**src/rtl/core/nsc_pkg.sv**
```systemverilog
// Package for the numeric string classifier: character codes, length limits,
// the per-string scan state type and the verdict type.
// No dependencies.
package nsc_pkg;

  // Character codes that the scan recognizes.
  localparam logic [7:0] CHAR_MINUS = 8'h2D;
  localparam logic [7:0] CHAR_DOT   = 8'h2E;
  localparam logic [7:0] CHAR_ZERO  = 8'h30;
  localparam logic [7:0] CHAR_NINE  = 8'h39;

  // Length and dot counters saturate at these values.
  localparam logic [2:0] LEN_SAT = 3'd4;
  localparam logic [1:0] DOT_SAT = 2'd2;

  // Length limits used by the verdict.
  localparam logic [2:0] NEG_ZERO_CHECK_LEN = 3'd3;  // zero check once length exceeds this
  localparam logic [2:0] NEG_FRAC_MIN_LEN   = 3'd4;
  localparam logic [2:0] POS_FRAC_MIN_LEN   = 3'd3;

  // Position codes within the string.
  localparam logic [2:0] POS_FIRST  = 3'd0;
  localparam logic [2:0] POS_SECOND = 3'd1;
  localparam logic [2:0] POS_THIRD  = 3'd2;

  // Flags gathered while a string streams in.
  typedef struct packed {
    logic [2:0] char_count;
    logic       minus_lead;
    logic       first_is_zero;
    logic       second_is_zero;
    logic [1:0] dot_count;
    logic       bad_seen;
    logic       dot_at_first;
    logic       dot_at_second;
    logic       dot_at_third;
  } scan_state_t;

  localparam scan_state_t SCAN_CLEAR = '0;

  typedef enum logic [1:0] {
    VERDICT_NAN  = 2'd0,
    VERDICT_INT  = 2'd1,
    VERDICT_FRAC = 2'd2
  } verdict_kind_t;

  typedef struct packed {
    verdict_kind_t kind;
    logic          neg;
  } verdict_t;

endpackage

```
**src/rtl/core/nsc_char_step.sv**
```systemverilog
// Folds one character into the scan state of the current string.
// Depends on nsc_pkg.
module nsc_char_step (
  input  nsc_pkg::scan_state_t state_i,
  input  logic [7:0]           char_i,
  output nsc_pkg::scan_state_t state_o
);

  logic [2:0] pos;
  logic       is_dot;
  logic       is_digit;
  logic       is_minus;
  logic       is_zero;

  assign pos      = state_i.char_count;
  assign is_dot   = (char_i == nsc_pkg::CHAR_DOT);
  assign is_minus = (char_i == nsc_pkg::CHAR_MINUS);
  assign is_zero  = (char_i == nsc_pkg::CHAR_ZERO);
  assign is_digit = (char_i inside {[nsc_pkg::CHAR_ZERO:nsc_pkg::CHAR_NINE]});

  always_comb begin
    state_o = state_i;

    // Position-dependent flags.
    case (pos)
      nsc_pkg::POS_FIRST: begin
        state_o.minus_lead    = is_minus;
        state_o.first_is_zero = is_zero;
        state_o.dot_at_first  = is_dot;
      end
      nsc_pkg::POS_SECOND: begin
        state_o.second_is_zero = is_zero;
        state_o.dot_at_second  = is_dot;
      end
      nsc_pkg::POS_THIRD: begin
        state_o.dot_at_third = is_dot;
      end
      default: begin
      end
    endcase

    // A leading minus is the only non-digit, non-dot character allowed.
    if (!(pos == nsc_pkg::POS_FIRST && is_minus)) begin
      if (is_dot) begin
        if (state_i.dot_count < nsc_pkg::DOT_SAT) begin
          state_o.dot_count = state_i.dot_count + 2'd1;
        end
      end else if (!is_digit) begin
        state_o.bad_seen = 1'b1;
      end
    end

    // Length saturates.
    if (state_i.char_count < nsc_pkg::LEN_SAT) begin
      state_o.char_count = state_i.char_count + 3'd1;
    end
  end

endmodule

```
**src/rtl/core/nsc_verdict.sv**
```systemverilog
// Judges a complete string from its scan state and its final character.
// Depends on nsc_pkg.
module nsc_verdict (
  input  nsc_pkg::scan_state_t st_i,
  input  logic                 last_dot_i,
  output nsc_pkg::verdict_t    verdict_o
);

  logic [2:0] len;

  assign len = st_i.char_count;

  always_comb begin
    verdict_o.kind = nsc_pkg::VERDICT_NAN;
    verdict_o.neg  = 1'b0;
    if (len == 3'd0 || st_i.bad_seen) begin
      verdict_o.kind = nsc_pkg::VERDICT_NAN;
    end else if (st_i.dot_count == 2'd0) begin
      // Integer: the leading-zero rule depends on the sign.
      if (st_i.minus_lead ? (len > nsc_pkg::NEG_ZERO_CHECK_LEN && st_i.second_is_zero)
                          : st_i.first_is_zero) begin
        verdict_o.kind = nsc_pkg::VERDICT_NAN;
      end else begin
        verdict_o.kind = nsc_pkg::VERDICT_INT;
        verdict_o.neg  = st_i.minus_lead;
      end
    end else if (st_i.dot_count == 2'd1) begin
      // Fraction: length, leading-zero and dot placement rules.
      if (st_i.minus_lead) begin
        if (!(len < nsc_pkg::NEG_FRAC_MIN_LEN) &&
            !(st_i.second_is_zero && !st_i.dot_at_third) &&
            !(last_dot_i || st_i.dot_at_second)) begin
          verdict_o.kind = nsc_pkg::VERDICT_FRAC;
          verdict_o.neg  = 1'b1;
        end
      end else begin
        if (!(len < nsc_pkg::POS_FRAC_MIN_LEN) &&
            !(st_i.first_is_zero && !st_i.dot_at_second) &&
            !(last_dot_i || st_i.dot_at_first)) begin
          verdict_o.kind = nsc_pkg::VERDICT_FRAC;
        end
      end
    end
  end

endmodule

```
**src/rtl/core/numeric_string_classifier_unit.sv**
```systemverilog
// Top level of the numeric string classifier: input register, scan state,
// verdict logic and output register. Depends on nsc_pkg, nsc_char_step, nsc_verdict.
//
//   channel | ports                                      | beat
//   in      | in_valid/in_ready, in_char_code,           | one character
//           | in_no_char, in_last_char                   |
//   out     | out_valid/out_ready, out_is_number,        | one verdict per string
//           | out_has_fraction, out_is_negative          |
//
// One character is taken every cycle unless a waiting verdict stalls a last beat;
// the verdict of a string is registered in the output register when its last beat moves on.
// The input register feeds the state update and the verdict logic directly;
// the output register decouples the result side.
// A waiting verdict stalls only a following last beat; other beats keep flowing.
// Synchronous active-low reset clears the scan state and both valid flags.
module numeric_string_classifier_unit (
  input  logic       clk,
  input  logic       rst_n,
  input  logic       in_valid,
  output logic       in_ready,
  input  logic [7:0] in_char_code,
  input  logic       in_no_char,
  input  logic       in_last_char,
  output logic       out_valid,
  input  logic       out_ready,
  output logic       out_is_number,
  output logic       out_has_fraction,
  output logic       out_is_negative
);

  // Input register.
  logic       in_valid_r;
  logic [7:0] char_r;
  logic       no_char_r;
  logic       last_r;

  // Scan state and output register.
  nsc_pkg::scan_state_t state_r, state_nxt;
  nsc_pkg::scan_state_t stepped;
  nsc_pkg::verdict_t    verdict;
  logic out_valid_r;
  logic is_number_r, has_fraction_r, is_negative_r;

  logic slot_free;
  logic proc;

  // The buffered beat moves on unless it needs an occupied output slot.
  assign slot_free = !out_valid_r || out_ready;
  assign proc      = in_valid_r && (!last_r || slot_free);
  assign in_ready  = !in_valid_r || proc;

  nsc_char_step u_step (
    .state_i (state_r),
    .char_i  (char_r),
    .state_o (stepped)
  );

  nsc_verdict u_verdict (
    .st_i       (stepped),
    .last_dot_i (char_r == nsc_pkg::CHAR_DOT),
    .verdict_o  (verdict)
  );

  // Next scan state: cleared after every verdict, unchanged on empty beats.
  always_comb begin
    state_nxt = state_r;
    if (proc) begin
      if (last_r) begin
        state_nxt = nsc_pkg::SCAN_CLEAR;
      end else if (!no_char_r) begin
        state_nxt = stepped;
      end
    end
  end

  // Input register.
  always_ff @(posedge clk) begin
    if (!rst_n) begin
      in_valid_r <= 1'b0;
    end else if (in_ready) begin
      in_valid_r <= in_valid;
    end
    if (in_ready && in_valid) begin
      char_r    <= in_char_code;
      no_char_r <= in_no_char;
      last_r    <= in_last_char;
    end
  end

  // Scan state.
  always_ff @(posedge clk) begin
    if (!rst_n) begin
      state_r <= nsc_pkg::SCAN_CLEAR;
    end else begin
      state_r <= state_nxt;
    end
  end

  // Output register; an empty final beat always gives not a number.
  always_ff @(posedge clk) begin
    if (!rst_n) begin
      out_valid_r <= 1'b0;
    end else if (proc && last_r) begin
      out_valid_r <= 1'b1;
    end else if (out_ready) begin
      out_valid_r <= 1'b0;
    end
    if (proc && last_r) begin
      is_number_r    <= !no_char_r && (verdict.kind != nsc_pkg::VERDICT_NAN);
      has_fraction_r <= !no_char_r && (verdict.kind == nsc_pkg::VERDICT_FRAC);
      is_negative_r  <= !no_char_r && (verdict.kind != nsc_pkg::VERDICT_NAN) && verdict.neg;
    end
  end

  assign out_valid        = out_valid_r;
  assign out_is_number    = is_number_r;
  assign out_has_fraction = has_fraction_r;
  assign out_is_negative  = is_negative_r;

endmodule

```
**config.mk**
```make
export PLATFORM = sky130hd
export DESIGN_NAME = numeric_string_classifier_unit
export DESIGN_NICKNAME = d
export VERILOG_FILES = /design/src/rtl/core/nsc_pkg.sv /design/src/rtl/core/nsc_char_step.sv /design/src/rtl/core/nsc_verdict.sv /design/src/rtl/core/numeric_string_classifier_unit.sv
export SDC_FILE = /design/constraint.sdc
export NUM_CORES = 1
export LEC_CHECK = 0
export ABC_AREA = 1
export BUFFER_PORTS_ARGS = -buffer_cell sky130_fd_sc_hd__buf_4
export CORE_UTILIZATION = 50
export CTS_CLUSTER_DIAMETER = 200
export DETAILED_ROUTE_END_ITERATION = 10
export GPL_ROUTABILITY_DRIVEN = 0
export GPL_TIMING_DRIVEN = 0
export PLACE_DENSITY = 0.72
export SYNTH_ARGS = -nofsm -noshare
export SYNTH_HDL_FRONTEND = slang
export SYNTH_SLANG_ARGS = --single-unit
```
**constraint.sdc**
```tcl
create_clock -name clk -period 2.4 [get_ports clk]
set_input_delay 0.24 -clock clk [delete_from_list [all_inputs] [get_ports clk]]
set_output_delay 0.24 -clock clk [all_outputs]
set_load 0.01 [all_outputs]
```
# ---- After elaboration in Yosys (flattened, before gate mapping)
# Cells that the tools add are included.
dict set report word_totals {
  ff_bits 27
  wordCells 99
}
dict set report classes {
  addsub 2
  order_cmp 7
  eq_ne 8
  n_mux 26
  reduce_logical 39
}
# op n
set ops {}
lappend ops {{$eq A8 B6 Y1 const B} 3}
lappend ops {{$mux W12} 2}
lappend ops {{$logic_and A1 B1 Y1} 15}
lappend ops {{$mux W3} 5}
lappend ops {{$mux W1} 13}
lappend ops {{$logic_not A1 Y1} 12}
lappend ops {{$mux W2} 6}
lappend ops {{$ge A8 B6 Y1 const B} 1}
lappend ops {{$le A8 B6 Y1 const B} 1}
lappend ops {{$logic_not A3 Y1} 2}
lappend ops {{$logic_or A1 B1 Y1} 6}
lappend ops {{$lt A3 B3 Y1 const B} 2}
lappend ops {{$reduce_bool A2 Y1} 2}
lappend ops {{$add A3 B1 Y3 const B} 1}
lappend ops {{$eq A3 B1 Y1 const B} 1}
lappend ops {{$eq A3 B2 Y1 const B} 1}
lappend ops {{$gt A3 B2 Y1 const B} 1}
lappend ops {{$lt A3 B2 Y1 const B} 1}
lappend ops {{$add A2 B1 Y2 const B} 1}
lappend ops {{$eq A2 B1 Y1 const B} 1}
lappend ops {{$eq A2 B2 Y1 const B} 1}
lappend ops {{$logic_not A2 Y1} 1}
lappend ops {{$lt A2 B2 Y1 const B} 1}
lappend ops {{$ne A2 B1 Y1 const B} 1}
lappend ops {{$reduce_and A2 Y1} 1}

# ---- Longest topological paths before layout
# Gate-level depths: netlist of run 1.
dict set report logic_depth {
  word_depth 15
  depth_mapped 13
}

# ---- By module
# From an unflattened synthesis of run 1, not the netlist that was laid out.
dict set report unflattened {
  cells_unflattened 240
  hier_area_um2 1705.4
}
# module instances cells_per_inst area_per_inst_um2 seq_area_each_um2
set modules_own_cells {}
lappend modules_own_cells {numeric_string_classifier_unit 1 142 1168.6 670.6}
lappend modules_own_cells {nsc_char_step 1 62 377.9 0.0}
lappend modules_own_cells {nsc_verdict 1 36 158.9 0.0}

# ---- Worst setup path after synthesis of run 1
# No wires, ideal clock.
dict set report synth_path {
  kind {flip-flop to flip-flop}
  start {register state_r[9] in the netlist's numbering}
  end {register is_number_r (netlist: out_is_number) (data pin)}
  setup_time_ns 0.250
  t_arrival_ns 1.465
  setup_slack_ns 0.685
  stages_incl_launch_ff 14
  path_buffers 0
  cell_sequence {dfxtp_1 -> inv_1 -> ha_1 -> nand2_1 -> inv_1 -> or2_2 -> nand2_1 -> nand2_1 -> nand3_1 -> nand2_1 -> nand2_1 -> nand2_1 -> nand2_2 -> inv_1}
}
dict set report synth_between {
  elab_chain_len 14
  elab_cells_between_ends 47
}
# item line
set synth_rtl {}
lappend synth_rtl {{start: declaration} numeric_string_classifier_unit.sv:38} ;# nsc_pkg::scan_state_t state_r, state_nxt;
lappend synth_rtl {{start signal: assignment} numeric_string_classifier_unit.sv:93} ;# state_r <= nsc_pkg::SCAN_CLEAR;
lappend synth_rtl {{start signal: assignment} numeric_string_classifier_unit.sv:95} ;# state_r <= state_nxt;
lappend synth_rtl {{parallel branches: the longest is 11 deep, another holds $add A3 B1 Y3} --}
lappend synth_rtl {{$mux W2 (*)} nsc_verdict.sv:16} ;# if (len == 3'd0 || st_i.bad_seen) begin
lappend synth_rtl {{$reduce_bool A2 Y1 (*)} numeric_string_classifier_unit.sv:109} ;# is_number_r <= !no_char_r && (verdict.kind != nsc_pkg::VERDICT_NAN);
lappend synth_rtl {{$logic_and A1 B1 Y1 (*)} numeric_string_classifier_unit.sv:109}
lappend synth_rtl {{end signal: assignment} numeric_string_classifier_unit.sv:109}
lappend synth_rtl {{end: declaration} numeric_string_classifier_unit.sv:42} ;# logic is_number_r, has_fraction_r, is_negative_r;
# Mark *: on every way between the ends.
# A chain may end at the register's enable or synchronous reset.

# ---- Worst setup path in the final report of run 1
# Same ends and word-level chain as after synthesis.

==> impl_metrics.py, run 1 <==
metrics = {
    "status": {
        "status": "finished, final reports clean",
    },
    "timing": {
        "slew_headroom": 0.634,
        "finalCritPeriodShare": 0.801,
        "max_clock_freq_ghz": 0.520,
        "finalWorstSetupSlack_ns": 0.477,
        "worst_pin_slew_ns": 0.549,
        "hold_violations": 0,
        "fin_skew_ns": 0.00653,
        "rsz0062_at_grt": "false",
        "slew_violations": 0,
        "period_minus_slack_ns": 1.92,
        "fin_setup_tns_ns": 0,
        "setup_viol": 0,
    },
    "synth": {
        "yosys.area.top_type": "edfxtp_1",
        "syn_area_per_cell_um2": 7.60,
        "synth_nets": 214,
        "yosys_warnings": 0,
        "synth_seq_cells": 27,
        "ys_seq_area_frac": 0.452,
        "syn_area_um2": 1480,
        "ys_types": 25,
        "netlist.area_leader.share": 0.263,
        "synthTopCellsByArea": "edfxtp_1, dfxtp_1, nand2_1",
        "synthCells": 195,
    },
    "worst_hold_path": {
        "hp-class": "in -> reg",
        "holdPathEnd": "char_r[0]",
        "hp-start": "in_char_code[0]",
        "hold_path_depth": 1,
    },
    "floorplanning": {
        "dieArea_um2": 3190,
        "num_rows": 19,
        "ioPinCount": 19,
        "coreArea_um2": 2780,
        "initial_core_util": 0.533,
        "die_y_um": 56.5,
        "fp.dieW_um": 56.5,
    },
    "clocking": {
        "clock_latency_ns": 0.33,
        "path_clk_slew_ns": 0.15,
        "cts_tree": "built",
        "cts_buffers": 3,
        "h-tree-depth": 1,
        "cts-root-to-sink-buffers": 2,
        "post_cts_resized": 0,
        "cts_hold_buf": 0,
        "cts_setup_buffers": 0,
        "root_buffer": "clkbuf_4",
        "cts_sinks": 27,
    },
    "place": {
        "port_buffers": 18,
        "dp_cells": 244,
        "dpl_worst_slack_ns": 0.513,
        "placed_cell_area_um2": 1660,
        "dp_hpwl_um": 2120,
    },
    "global_routing": {
        "grt_antenna_before_repair": 0,
        "gr-total-overflow": 0,
        "grt_usage": 0.184,
        "grt_max_degree": 17,
        "grt_pass1_wl_um": 4650,
        "grt_pass1_vias": 1132,
    },
    "layout": {
        "antenna_cells": 0,
        "nFillCells": 250,
        "fin_cells": 248,
        "drive_above_1_share": 0.184,
        "fin_nets": 237,
        "syn_to_final_growth_pct": 13.8,
        "fin_area_um2": 1690,
    },
    "critical_path": {
        "reg2reg_depth": 13,
        "r2r_slack_ns": 0.48,
        "required_ns": 2.51,
        "endpoint_kind": "flip-flop",
        "worstPathMaxFanout": 6,
        "r2r_start": "state_r[9]",
        "start_kind": "flip-flop",
        "critPathKind": "reg -> reg",
        "arrival_ns": 2.04,
        "reg2reg_to": "out_is_number",
    },
    "pwr": {
        "power_density_nw_per_um2": 461,
        "p_leak_nw": 0.779,
        "switching_share": 0.242,
        "power_frac_seq": 0.650,
        "clockPowerShare": 0.259,
        "fin_total_pwr_mw": 0.778,
        "vdd_drop_max_uv": 340,
        "combPwrFrac": 0.091,
        "internal_power_mw": 0.590,
        "p_switching_mw": 0.188,
    },
    "route": {
        "routed_wl_um": 2740,
        "dr_wl_met2_um": 1310,
        "dr_total_vias": 1261,
        "routedWlPerCell_um": 11.0,
        "drc": 0,
        "wl_met1_um": 1300,
        "drt-initial-drc-count": 54,
        "top_layer": "met4",
        "met3WireLength_um": 78,
        "vias_per_cell": 5.08,
        "ant_nets": 0,
        "firstDrtPassIters": 5,
    },
    "job": {
        "drv_cap": 0,
    },
}
[power groups by stage]
stage	combinational [mW]	sequential [mW]	clock, mW
6_report	0.0710	0.505	0.202
5_1_grt	0.0794	0.508	0.223
4_1_cts	0.0715	0.506	0.210
3_5_place_dp	0.0713	0.516	0
3_3_place_gp	0.0695	0.515	0
2_1_floorplan	0.0419	0.514	0
[worst max-delay path by stage]
stage / start / to / slack, ns / cells past startpoint
after floorplan: state_r[9] / out_is_number / 0.68 / 13
after global placement: state_r[9] / out_is_number / 0.55 / 13
after detailed placement: state_r[9] / out_is_number / 0.51 / 13
after CTS: state_r[9] / out_is_number / 0.47 / 13
after global routing: state_r[9] / out_is_negative / 0.27 / 13
final: state_r[9] / out_is_number / 0.48 / 13
[flip-flops by register name, summed over array words and instances (netlist names)]
name              cells
out_is_negative       1
char_r                8
out_valid             1
out_is_number         1
last_r                1
out_has_fraction      1
in_valid_r            1
no_char_r             1
state_r              12
[cell usage in the layout, fill, tap and decap left out]
cell type,count
nand3_1,19
a21oi_1,11
nand3_2,1
ha_1,5
a2bb2oi_1,1
edfxtp_1,13
nor2_1,14
nand4_1,1
nor2_2,4
nand2_4,2
inv_2,3
or2_2,2
a21oi_2,1
o21ai_0,5
o211ai_1,1
clkbuf_1,1
nand2_2,3
nor2_4,2
inv_1,29
or2_1,1
clkbuf_4,3
buf_4,18
a2111oi_0,1
clkinvlp_4,1
nand2_1,58
o21a_1,1
nand3b_1,2
dfxtp_1,14
[synthesized netlist by cell type (all sizes together)]
master / count
nand3: 20
o21a: 1
a21oi: 12
nand3b: 2
inv: 32
nor2: 20
nand2: 63
o21ai: 5
nand4: 1
dfxtp: 14
or2: 3
ha: 5
o211ai: 1
clkbuf: 1
a2bb2oi: 1
a2111oi: 1
edfxtp: 13
[per-layer routing]
layer  GRT usage  vias up
li1            -      662
met1       0.229      571
met2       0.321       22
met3      0.0276        6
met4      0.0662        0
met5           0        -
[cells by family after synthesis]
family	count (synthesis)	share of synthesized area
AND/OR/NAND/NOR	109	0.340
buffers and inverters	33	0.0835
flip-flops	27	0.452
AO/OA/AOI/OAI	21	0.0819
adder cells (fa/ha/maj)	5	0.0422
[area by class of cell]
class	instances	area (um^2)	share of cell area
Timing Repair Buffer	18	135	0.0801
Tap cell	31	38.8	0.0230
Buffer	1	3.75	0.00223
Clock buffer	3	22.5	0.0134
Clock inverter	1	7.51	0.00445
Inverter	32	120	0.0712
Multi-Input combinational cell	135	688	0.408
Sequential cell	27	671	0.398
[worst max-delay path, stage by stage (launching register included)]
cell     delay [ns]
dfxtp_1        0.46
inv_1          0.12
ha_1           0.21
nand2_1        0.06
inv_1          0.04
or2_2          0.28
nand2_1        0.08
nand2_1        0.07
nand3_1        0.08
nand2_1        0.05
nand2_1        0.08
nand2_1        0.07
nand2_2        0.07
inv_1          0.04
[through the flow]
stage               hold WS, ns   util
finish                   0.0753  0.606
global route             0.0553  0.606
CTS                      0.0685  0.606
detailed placement        0.419  0.596
global placement          0.418  0.596
floorplan                 0.339      -
Power figures use the tool's default switching activity.
==> run 2: changes to the inputs <==
clock period = 1.87 ns   (was 2.4 ns; I/O delays follow)
==> impl_metrics.py, run 2 (synthesis results as in run 1) <==
metrics = {
    "status": {
        "status": "finished, final reports clean",
    },
    "layout": {
        "nFillCells": 241,
        "antenna_cells": 0,
        "ff_latch_area_um2": 674,
        "top_register": "state_r",
        "final_cell_mix": "nand2_1, inv_1, nand3_1, buf_4",
        "finish.utilization": 0.628,
        "fin_nets": 239,
        "layout_commonest_cell": "nand2_1",
        "drive_above_1_share": 0.237,
        "top_regs": "state_r: 12 flops, char_r: 8 flops",
        "multi_input_area_um2": 734,
        "syn_to_final_growth_pct": 17.8,
        "largest_register_ffs": 12,
    },
    "pwr": {
        "power_density_nw_per_um2": 574,
        "p_switching_mw": 0.245,
        "p_leak_nw": 0.791,
        "switching_share": 0.244,
        "internal_power_mw": 0.759,
        "fin_total_pwr_mw": 1.00,
        "clockPowerShare": 0.257,
        "vdd_drop_max_uv": 446,
        "power_frac_seq": 0.646,
        "combPwrFrac": 0.097,
    },
    "global_routing": {
        "grt_pass1_wl_um": 4650,
        "gr-total-overflow": 0,
        "grt_usage": 0.184,
        "grt_max_degree": 17,
        "grt_pass1_vias": 1132,
        "grt_antenna_before_repair": 0,
    },
    "timing": {
        "holdWs_ns": 0.0257,
        "finalCritPeriodShare": 0.947,
        "setup_viol": 0,
        "max_clock_freq_ghz": 0.565,
        "fin_setup_tns_ns": 0,
        "slew_headroom": 0.622,
        "slew_violations": 0,
        "period_minus_slack_ns": 1.77,
        "worst_pin_slew_ns": 0.566,
        "fin_skew_ns": 0.00580,
        "hold_violations": 0,
    },
    "critical_path": {
        "slowest_stage": "edfxtp_1",
        "required_ns": 2.08,
        "worstPathMaxFanout": 6,
        "start_kind": "flip-flop",
        "critPathKind": "reg -> reg",
        "arrival_ns": 1.98,
        "endpoint_kind": "flip-flop",
        "crit_path_max_incr_delay_ns": 0.42,
        "worstPathCellList": "inv_1 -> nand2_2 -> nor2_4 -> nand2_4 -> nand2_2 -> nand2_1 -> nor2_2 -> inv_1 -> nor2_1 -> nand2_2 -> nand2_1 -> nand2_2 -> nor2_2",
        "crit_top_cell": "nand2_2",
    },
    "floorplanning": {
        "die_y_um": 56.5,
        "fp.dieW_um": 56.5,
        "dieArea_um2": 3190,
        "coreArea_um2": 2780,
        "num_rows": 19,
        "ioPinCount": 19,
        "initial_core_util": 0.533,
    },
    "route": {
        "routedWlPerCell_um": 11.4,
        "drc": 0,
        "dr_total_vias": 1277,
        "routed_wl_um": 2850,
        "firstDrtPassIters": 4,
        "drt-initial-drc-count": 67,
        "vias_per_cell": 5.11,
        "ant_nets": 0,
    },
    "clocking": {
        "clock_latency_ns": 0.32,
        "cts_hold_buf": 0,
        "cts_buffers": 3,
        "path_clk_slew_ns": 0.15,
        "cts-root-to-sink-buffers": 2,
        "cts_sinks": 27,
        "h-tree-depth": 1,
        "root_buffer": "clkbuf_4",
        "cts_tree": "built",
    },
    "job": {
        "drv_cap": 0,
    },
    "place": {
        "dp_hpwl_um": 2120,
        "port_buffers": 18,
    },
    "worst_hold_path": {
        "hp-class": "in -> reg",
    },
}
run 2: path summary, 6_finish.rpt:
kind | startpoint | end | slack [ns] | depth (start not counted)
max | char_r[6] | out_is_negative | 0.1 | 13
min | in_char_code[0] | char_r[0] | 0.03 | 1
max reg2reg | char_r[6] | out_is_negative | 0.1 | 13
min reg2reg | state_r[6] | state_r[6] | 0.48 | 2
run 2: routing by layer:
layer	track usage	routed length, um	vias to the layer above
li1	-	-	672
met4	0.0662	44	0
met2	0.321	1370	21
met1	0.229	1360	580
met3	0.0276	76	4
met5	0	0	-
run 2: power groups by stage:
| stage | combinational [mW] | sequential [mW] | clock [mW] |
|---|---|---|---|
| floorplan | 0.0538 | 0.660 | 0 |
| global placement | 0.0892 | 0.661 | 0 |
| detailed placement | 0.0915 | 0.662 | 0 |
| CTS | 0.0918 | 0.649 | 0.269 |
| global route | 0.109 | 0.651 | 0.286 |
| finish | 0.0977 | 0.648 | 0.258 |
run 2: cell type report:
cell class | count | area share
tap | 31 | 0.0222
clock inverter | 1 | 0.00430
timing repair buffer | 19 | 0.0817
sequential | 27 | 0.386
clock buffer | 3 | 0.0129
buffer | 1 | 0.00215
multi-input combinational | 136 | 0.420
inverter | 32 | 0.0702
run 2: what timing repair did:
item,4_1_cts,5_1_grt
hold endpoints to repair,0,0
setup endpoints to repair,2,8
resized for setup,1,15
pin swaps,0,7
cloned,0,1
setup buffers,0,1
run 2: critical path: cells and delay by family, from the launching register on:
family	cells	cell delay, ns
flip-flops	1	0.42
buffers and inverters	2	0.13
AND/OR/NAND/NOR	11	1.10
run 2: metrics by stage:
step | instance area, um^2 | cells | setup slack, ns
final | 1750 | 250 | 0.0999
after global routing | 1750 | 250 | -0.0230
after global placement | 1660 | 244 | 0.0154
after floorplan | 1480 | 195 | 0.155
after CTS | 1690 | 248 | 0.0250
after detailed placement | 1660 | 244 | -0.0171
